===== src/rtl/u8chk_pkg.sv =====
`default_nettype none

package u8chk_pkg;

   typedef logic [2:0] verdict_type;

   localparam verdict_type VERDICT_OK         = 3'd0;
   localparam verdict_type VERDICT_EMPTY      = 3'd1;
   localparam verdict_type VERDICT_TOO_LONG   = 3'd2;
   localparam verdict_type VERDICT_BAD_LEAD   = 3'd3;
   localparam verdict_type VERDICT_TRUNCATED  = 3'd4;
   localparam verdict_type VERDICT_NON_SCALAR = 3'd5;
   localparam verdict_type VERDICT_BAD_CONT   = 3'd6;
   localparam verdict_type VERDICT_CONTROL    = 3'd7;

   localparam int unsigned LEN_WIDTH = 17;
   localparam int unsigned MAX_WIDTH = 16;
   localparam logic [MAX_WIDTH-1:0] MAX_RESET = 16'd4096;

   localparam logic [7:0] ASCII_SPACE = 8'h20;
   localparam logic [7:0] ASCII_DEL   = 8'h7f;
   localparam logic [7:0] LEAD2_LO    = 8'hc2;
   localparam logic [7:0] LEAD2_HI    = 8'hdf;
   localparam logic [7:0] LEAD3_LO    = 8'he0;
   localparam logic [7:0] LEAD3_HI    = 8'hef;
   localparam logic [7:0] LEAD4_LO    = 8'hf0;
   localparam logic [7:0] LEAD4_HI    = 8'hf4;
   localparam logic [7:0] LEAD_SURR   = 8'hed;
   localparam logic [7:0] CONT_LO     = 8'h80;
   localparam logic [7:0] CONT_HI     = 8'hbf;
   localparam logic [7:0] E0_MIN      = 8'ha0;
   localparam logic [7:0] ED_LIMIT    = 8'ha0;
   localparam logic [7:0] F0_MIN      = 8'h90;
   localparam logic [7:0] F4_MAX      = 8'h8f;
   localparam logic [20:0] C1_LAST    = 21'h9f;

   typedef struct packed {
      logic [1:0]           cont_left;
      logic [7:0]           lead;
      logic [1:0]           pos;
      logic [20:0]          codepoint;
      logic [LEN_WIDTH-1:0] len;
      verdict_type          committed;
      verdict_type          seq_err;
   } u8chk_state_type;

   localparam u8chk_state_type STATE_CLEAR = '0;

endpackage

`default_nettype wire


===== src/rtl/u8chk_step.sv =====
`default_nettype none

module u8chk_step
   import u8chk_pkg::*;
(
   input  wire u8chk_state_type       state_cur,
   input  wire logic [7:0]            data_byte,
   input  wire logic                  byte_present,
   input  wire logic [MAX_WIDTH-1:0]  max_text_bytes,
   output u8chk_state_type            state_nxt,
   output verdict_type                verdict
);

   always_comb begin
      u8chk_state_type st;
      logic            lead_ok;
      st      = state_cur;
      lead_ok = 1'b0;
      if (byte_present) begin
         if (!st.len[LEN_WIDTH-1]) begin
            st.len = st.len + LEN_WIDTH'(1);
         end
         if (st.cont_left == 2'd0) begin
            if (!data_byte[7]) begin
               if (data_byte < ASCII_SPACE || data_byte == ASCII_DEL) begin
                  if (st.committed == VERDICT_OK) st.committed = VERDICT_CONTROL;
               end
            end else if (data_byte >= LEAD2_LO && data_byte <= LEAD2_HI) begin
               st.cont_left = 2'd1;
               st.codepoint = {16'd0, data_byte[4:0]};
               lead_ok      = 1'b1;
            end else if (data_byte >= LEAD3_LO && data_byte <= LEAD3_HI) begin
               st.cont_left = 2'd2;
               st.codepoint = {17'd0, data_byte[3:0]};
               lead_ok      = 1'b1;
            end else if (data_byte >= LEAD4_LO && data_byte <= LEAD4_HI) begin
               st.cont_left = 2'd3;
               st.codepoint = {18'd0, data_byte[2:0]};
               lead_ok      = 1'b1;
            end else begin
               if (st.committed == VERDICT_OK) st.committed = VERDICT_BAD_LEAD;
            end
            if (lead_ok) begin
               st.lead    = data_byte;
               st.pos     = 2'd1;
               st.seq_err = VERDICT_OK;
            end
         end else begin
            // The second byte of a sequence carries the range limits of its lead.
            if (st.pos == 2'd1 && st.seq_err == VERDICT_OK) begin
               if ((st.lead == LEAD3_LO && data_byte < E0_MIN) ||
                   (st.lead == LEAD_SURR && data_byte >= ED_LIMIT) ||
                   (st.lead == LEAD4_LO && data_byte < F0_MIN) ||
                   (st.lead == LEAD4_HI && data_byte > F4_MAX)) begin
                  st.seq_err = VERDICT_NON_SCALAR;
               end
            end
            if (st.seq_err == VERDICT_OK && (data_byte < CONT_LO || data_byte > CONT_HI)) begin
               st.seq_err = VERDICT_BAD_CONT;
            end
            st.codepoint = {st.codepoint[14:0], data_byte[5:0]};
            st.cont_left = st.cont_left - 2'd1;
            st.pos       = st.pos + 2'd1;
            if (st.cont_left == 2'd0) begin
               if (st.committed == VERDICT_OK) begin
                  if (st.seq_err != VERDICT_OK) begin
                     st.committed = st.seq_err;
                  end else if (st.codepoint <= C1_LAST) begin
                     st.committed = VERDICT_CONTROL;
                  end
               end
               st.seq_err = VERDICT_OK;
               st.pos     = 2'd0;
            end
         end
      end
      state_nxt = st;
   end

   always_comb begin
      priority if (state_nxt.len == '0) begin
         verdict = VERDICT_EMPTY;
      end else if (state_nxt.len > {1'b0, max_text_bytes}) begin
         verdict = VERDICT_TOO_LONG;
      end else if (state_nxt.committed != VERDICT_OK) begin
         verdict = state_nxt.committed;
      end else if (state_nxt.cont_left != 2'd0) begin
         verdict = VERDICT_TRUNCATED;
      end else begin
         verdict = VERDICT_OK;
      end
   end

endmodule

`default_nettype wire


===== config.mk =====
export PLATFORM = sky130hd
export DESIGN_NAME = u8chk_step
export DESIGN_NICKNAME = d
export VERILOG_FILES = /design/src/rtl/u8chk_pkg.sv /design/src/rtl/u8chk_step.sv
export SDC_FILE = /design/constraint.sdc
export NUM_CORES = 1
export LEC_CHECK = 0
export ABC_AREA = 1
export BUFFER_PORTS_ARGS = -buffer_cell sky130_fd_sc_hd__buf_2
export CELL_PAD_IN_SITES_DETAIL_PLACEMENT = 2
export CELL_PAD_IN_SITES_GLOBAL_PLACEMENT = 2
export CORE_MARGIN = 4
export CORE_UTILIZATION = 19
export DETAILED_ROUTE_END_ITERATION = 7
export PLACE_DENSITY_LB_ADDON = 0.1
export SETUP_SLACK_MARGIN = 0.15
export SYNTH_ARGS = -nofsm -noshare
export SYNTH_HDL_FRONTEND = slang
export SYNTH_SLANG_ARGS = --single-unit

===== constraint.sdc =====
create_clock -name vclk -period 5.65
set_clock_uncertainty 0.1 [all_clocks]
set_input_delay 1.695 -clock vclk [all_inputs]
set_output_delay 1.695 -clock vclk [all_outputs]
set_load 0.02 [all_outputs]

* Word level (Yosys, flattened, before mapping)
Index checks and enable logic that the tools add are counted.
** Operators by class
- Shift-type cells :: 0
- Bitwise gates (word level) :: 0
- Reductions and logical operators :: 23
- Order comparisons :: 15
- Eq/ne operators :: 6
- Multiply operators :: 0
- Div/mod/pow operators :: 0
- $add $sub $neg :: 3
- Muxes and demuxes :: 45
** Operators by type and width (number)
- 21-bit 2-to-1 mux :: 4
- 3-bit 2-to-1 mux :: 22
- 56-bit 2-to-1 mux :: 1
- 8-bit == test, second input constant :: 4
- 8-bit greater-or-equal comparator, second input constant :: 4
- 8-bit <= comparator, second input constant :: 3
- 8-bit < comparator, second input constant :: 3
- 23-bit 2-to-1 mux :: 1
- 21-bit by 8-bit <= comparator with 1-bit output, second input constant :: 1
- 17-bit by 1-bit adder with 17-bit output, second input constant :: 1
- 17-bit by 16-bit > comparator with 1-bit output :: 1
- 17-bit logical NOT :: 1
- 17-bit 2-to-1 mux :: 1
- 8-bit > comparator, second input constant :: 2
- 2-bit 2-to-1 mux :: 6
- 6-bit 2-to-1 mux :: 2
- 10-bit 2-to-1 mux :: 1
- 1-bit logical AND :: 9
- 3-bit logical NOT :: 3
- 8-bit by 7-bit == test with 1-bit output, second input constant :: 1
- 8-bit by 6-bit < comparator with 1-bit output, second input constant :: 1
- 8-bit 2-to-1 mux :: 1
- 1-bit 2-to-1 mux :: 6
- 3-bit nonzero test :: 2
- other kinds (6) :: 11
** Word-level totals
- Bits in read-only memories :: 0
- Bits in latches :: 0
- Memories :: 0
- Input port bits :: 81
- RAM bits :: 0
- Word-level logic and storage cells :: 92
- Register bits :: 0
- Output and inout bits :: 59

* Logic depth before layout (Yosys ltp)
- Depth after elaboration :: 25
- Mapped depth :: 18
- Mapped depth without buffers :: 18

* Least setup slack after synthesis
No wires, ideal clock.
- Kind :: input-to-output
- From :: in state_cur[6] in the netlist's numbering
- To :: out verdict[1]
- Setup slack :: -0.006 ns
- Stages :: 16
- Arrival :: 3.861 ns
- Path through :: ha_1 -> inv_1 -> nor2_1 -> nand2_1 -> nor2_2 -> nand2_2 -> xnor2_1 -> ha_1 -> nand2_1 -> inv_1 -> nand3_1 -> nor3_1 -> nand3b_1 -> nand3_1 -> nand2_1 -> a21boi_1
** RTL lines
- from (decl) :: line u8chk_step.sv:6 : input wire u8chk_state_type state_cur,
- to (decl) :: line u8chk_step.sv:11 : output verdict_type verdict

* Worst setup path in the final report
- From :: in state_cur[9] in the netlist's numbering
- To :: out verdict[2]
** Between the ends
- Word-level cells in the longest chain between the ends :: 6
** Ends and longest elaborated chain
- 17-bit by 1-bit adder with 17-bit output :: line u8chk_step.sv:21 : st.len = st.len + LEN_WIDTH'(1);
- 17-bit 2-to-1 mux :: line u8chk_step.sv:20 : if (!st.len[LEN_WIDTH-1]) begin
- 56-bit 2-to-1 mux * :: line u8chk_step.sv:19 : if (byte_present) begin
- 17-bit by 16-bit > comparator with 1-bit output :: line u8chk_step.sv:83 : end else if (state_nxt.len > {1'b0, max_text_bytes}) begin
- 3-bit 2-to-1 mux :: line u8chk_step.sv:83
- 3-bit 2-to-1 mux * :: line u8chk_step.sv:81 : priority if (state_nxt.len == '0) begin
Every way passes the cells marked *; elsewhere a longest branch is shown, timed or not.

==> summary.md <==
| Metric | Value |
|---|---|
| Synth Area in XOR/XNOR | approximately 6% |
| Worst hold path class | primary input to output pin |
| Final hold vios | 0 |
| Detailed Route Iter0 Violations | about 80 |
| Longest individual stage delay on the worst path | 330 ps |
| Cell Area, Placed | approximately 3300 um^2 |
| Slowest CP cell | ha_1 |
| Post-synthesis sequential area ratio | 0% |
| Post-route clock period utilization | 103% |
| Synth Area in Simple Gates | 49.6% |
| Max-cap violation count | 0 |
| Mapped Nets | 490 |
| Seq cells | 0 |
| Hold-fix buffers, CTS | 0 |
| Required @ worst endpoint | around 3900 ps |
| Die span in y | about 110 um |
| Leakage | between 2 and 2.5 nW |
| Via Count | approximately 3300 |
| Yosys top cell by area | nand2_1 |
| Synth Area in Compound Gates | ~17% |
| Fmax | approximately 170 MHz |
| GRT Overall Usage | around 18% |
| Yosys warns | 0 |
| Core Area | 10400 um^2 |
| First drt pass iteration count | 4 |
| DRC violations left | 0 |
| I/O pin count | 140 |
| Pin count of the biggest net entering global routing | 17 |
| Main combinational cell family by area after synthesis | simple AND/OR/NAND/NOR gates |
| Pwr dens | between 80 and 90 nW/um^2 |
| Vias per std cell | 4.62 |
| Worst slew pin tran | roughly 500 ps |
| Area grow syn2layout | 80.2% |
| Crit path from | state_cur[9] |
| Minimum clock period | approximately 5800 ps |
| Setup crit end kind | output pin |
| # rows | 37 |
| Nets | 683 |
| Grt ovf | 0 |
| Initial Util | about a fifth |
| ANT cells | 0 |
| Multiplexer area fraction after synthesis | 0% |
| Top post-synthesis cells by area | nand2_1, inv_1, ha_1 |
| First-pass GRT wire length | roughly 18000 um |
| RSZ-0062 raised after global routing | true |
| Share of cells above drive strength 1 | about 50% |
| Commonest cells in the netlist | nand2_1, inv_1, nand3_1, nor2_1, o21ai_0 |
| Vias in the first global route | around 3600 |
| Most common cell in the netlist | nand2_1 |
| Relative slew slack | about two thirds |
| Fin. max-slew vios | 0 |
| Crit start category | primary input |
| Setup violations, final | 3 |
| Failing checks | setup timing |
| Die ar. | 12500 um^2 |
| Worst path cell trace | buf_2, nand2_4, nor2_4, buf_4, nand2_2, nor2_4, nand3_2, xnor2_2, ha_1, nand4_1, nor4_2, nand3_1, nand2_2, nand2_2, a21oi_4, buf_6 |
| Status | finished, violations left |
| DP HPWL | 10100 um |
| IO Port Bufs | 140 |
| RD Place Congestion | 0.836 |
| Post-route cell area | 3700 um^2 |
| Maximum VDD drop | 25.2 uV |
| Crit-path most repeated cell | nand2_2 |
| Initial antenna violation count | 1 |
| FF+latch area | 0 um^2 |
| Wirelength per Cell | 16.7 um |
| Drt total wl | between 10000 and 15000 um |
| Utilization after layout | roughly 36% |
| Crit path max fanout | 4 |
| WS Path Type | primary input to output pin |
| Final Power | ~0.30 mW |
| Unique masters post-synth | 39 |
| Synth Instances | 391 |
| Antenna Violating Nets Remaining | 0 |
| Layout clock buffer count | 0 |
| Yosys top cell area share | between 10% and 20% |
| Worst endpoint data arrival time | about 4100 ps |
| Die width | roughly 110 um |
| Worst Hold Launch | state_cur[53] |
| Setup tns final | -451 ps |
| Syn Std Cell Area | 2050 um^2 |
| Hold Path Depth | 3 |
| Fin worst setup slack | -191 ps |
| Synth Area in Adders | between 10% and 20% |
| Syn avg cell area | 5.25 um^2 |
==> final timing paths <==
kind	endpoint
worst min-delay path	state_nxt[53]
worst max-delay path	verdict[2]
==> cell families (layout without fill, tap and decap cells) <==
kind of cell,after synthesis,count (layout)
fa+ha+maj,18,18
xor+xnor,12,12
buf+inv,90,281
simple gates,210,210
compound gates,61,61
==> per-layer routing <==
metal	global-route usage, %	vias up	share of wire (%)	routed length [um]
li1	-	1657	-	-
met1	22.4	1566	42	5010
met2	33.9	93	53	6380
met3	1.74	2	5.0	594
met4	0	2	0.042	5
met5	0	-	0.058	7
==> report_power, final <==
| group | total, mW | internal (mW) | switching, mW |
|---|---|---|---|
| clock | 0 | 0 | 0 |
| sequential | 0 | 0 | 0 |
| combinational | 0.305 | 0.121 | 0.184 |
==> what timing repair did <==
action,in CTS,in global routing
pin swaps,17,28
buffers inserted,7,5
cloned,0,0
endpoints found under the hold margin,0,0
gates resized for setup,29,48
endpoints found under the setup margin,3,4
==> final cells by class <==
cell class         count  area, um^2
fillers             1336        6720
repair buffers       196        1170
multi-input cells    301        2040
inverters             85         322
well taps            136         170
==> cell usage in the layout, fill, tap and decap left out, types with 14 or more instances in the layout <==
master,count
inv_2,14
buf_2,132
nor2_1,32
inv_1,69
buf_4,58
nand2_1,75
nand3_1,27
o21ai_0,25
nand4_1,15
nand2_2,17
==> critical path: cells and delay by family <==
kind	cells	cell delay [ps]
XOR/XNOR	1	170
buffers and inverters	3	380
adder cells (fa/ha/maj)	1	330
AND/OR/NAND/NOR	10	1330
AO/OA/AOI/OAI	1	120
==> through the flow <==
step,setup slack [ps],std cells,hold slack (ps)
finish,-191,718,3620
global route,-383,718,3650
CTS,-216,713,3620
detailed placement,-570,706,3620
global placement,-357,706,3610
floorplan,128,391,3400
No activity file was read; power rests on OpenSTA's default activity.
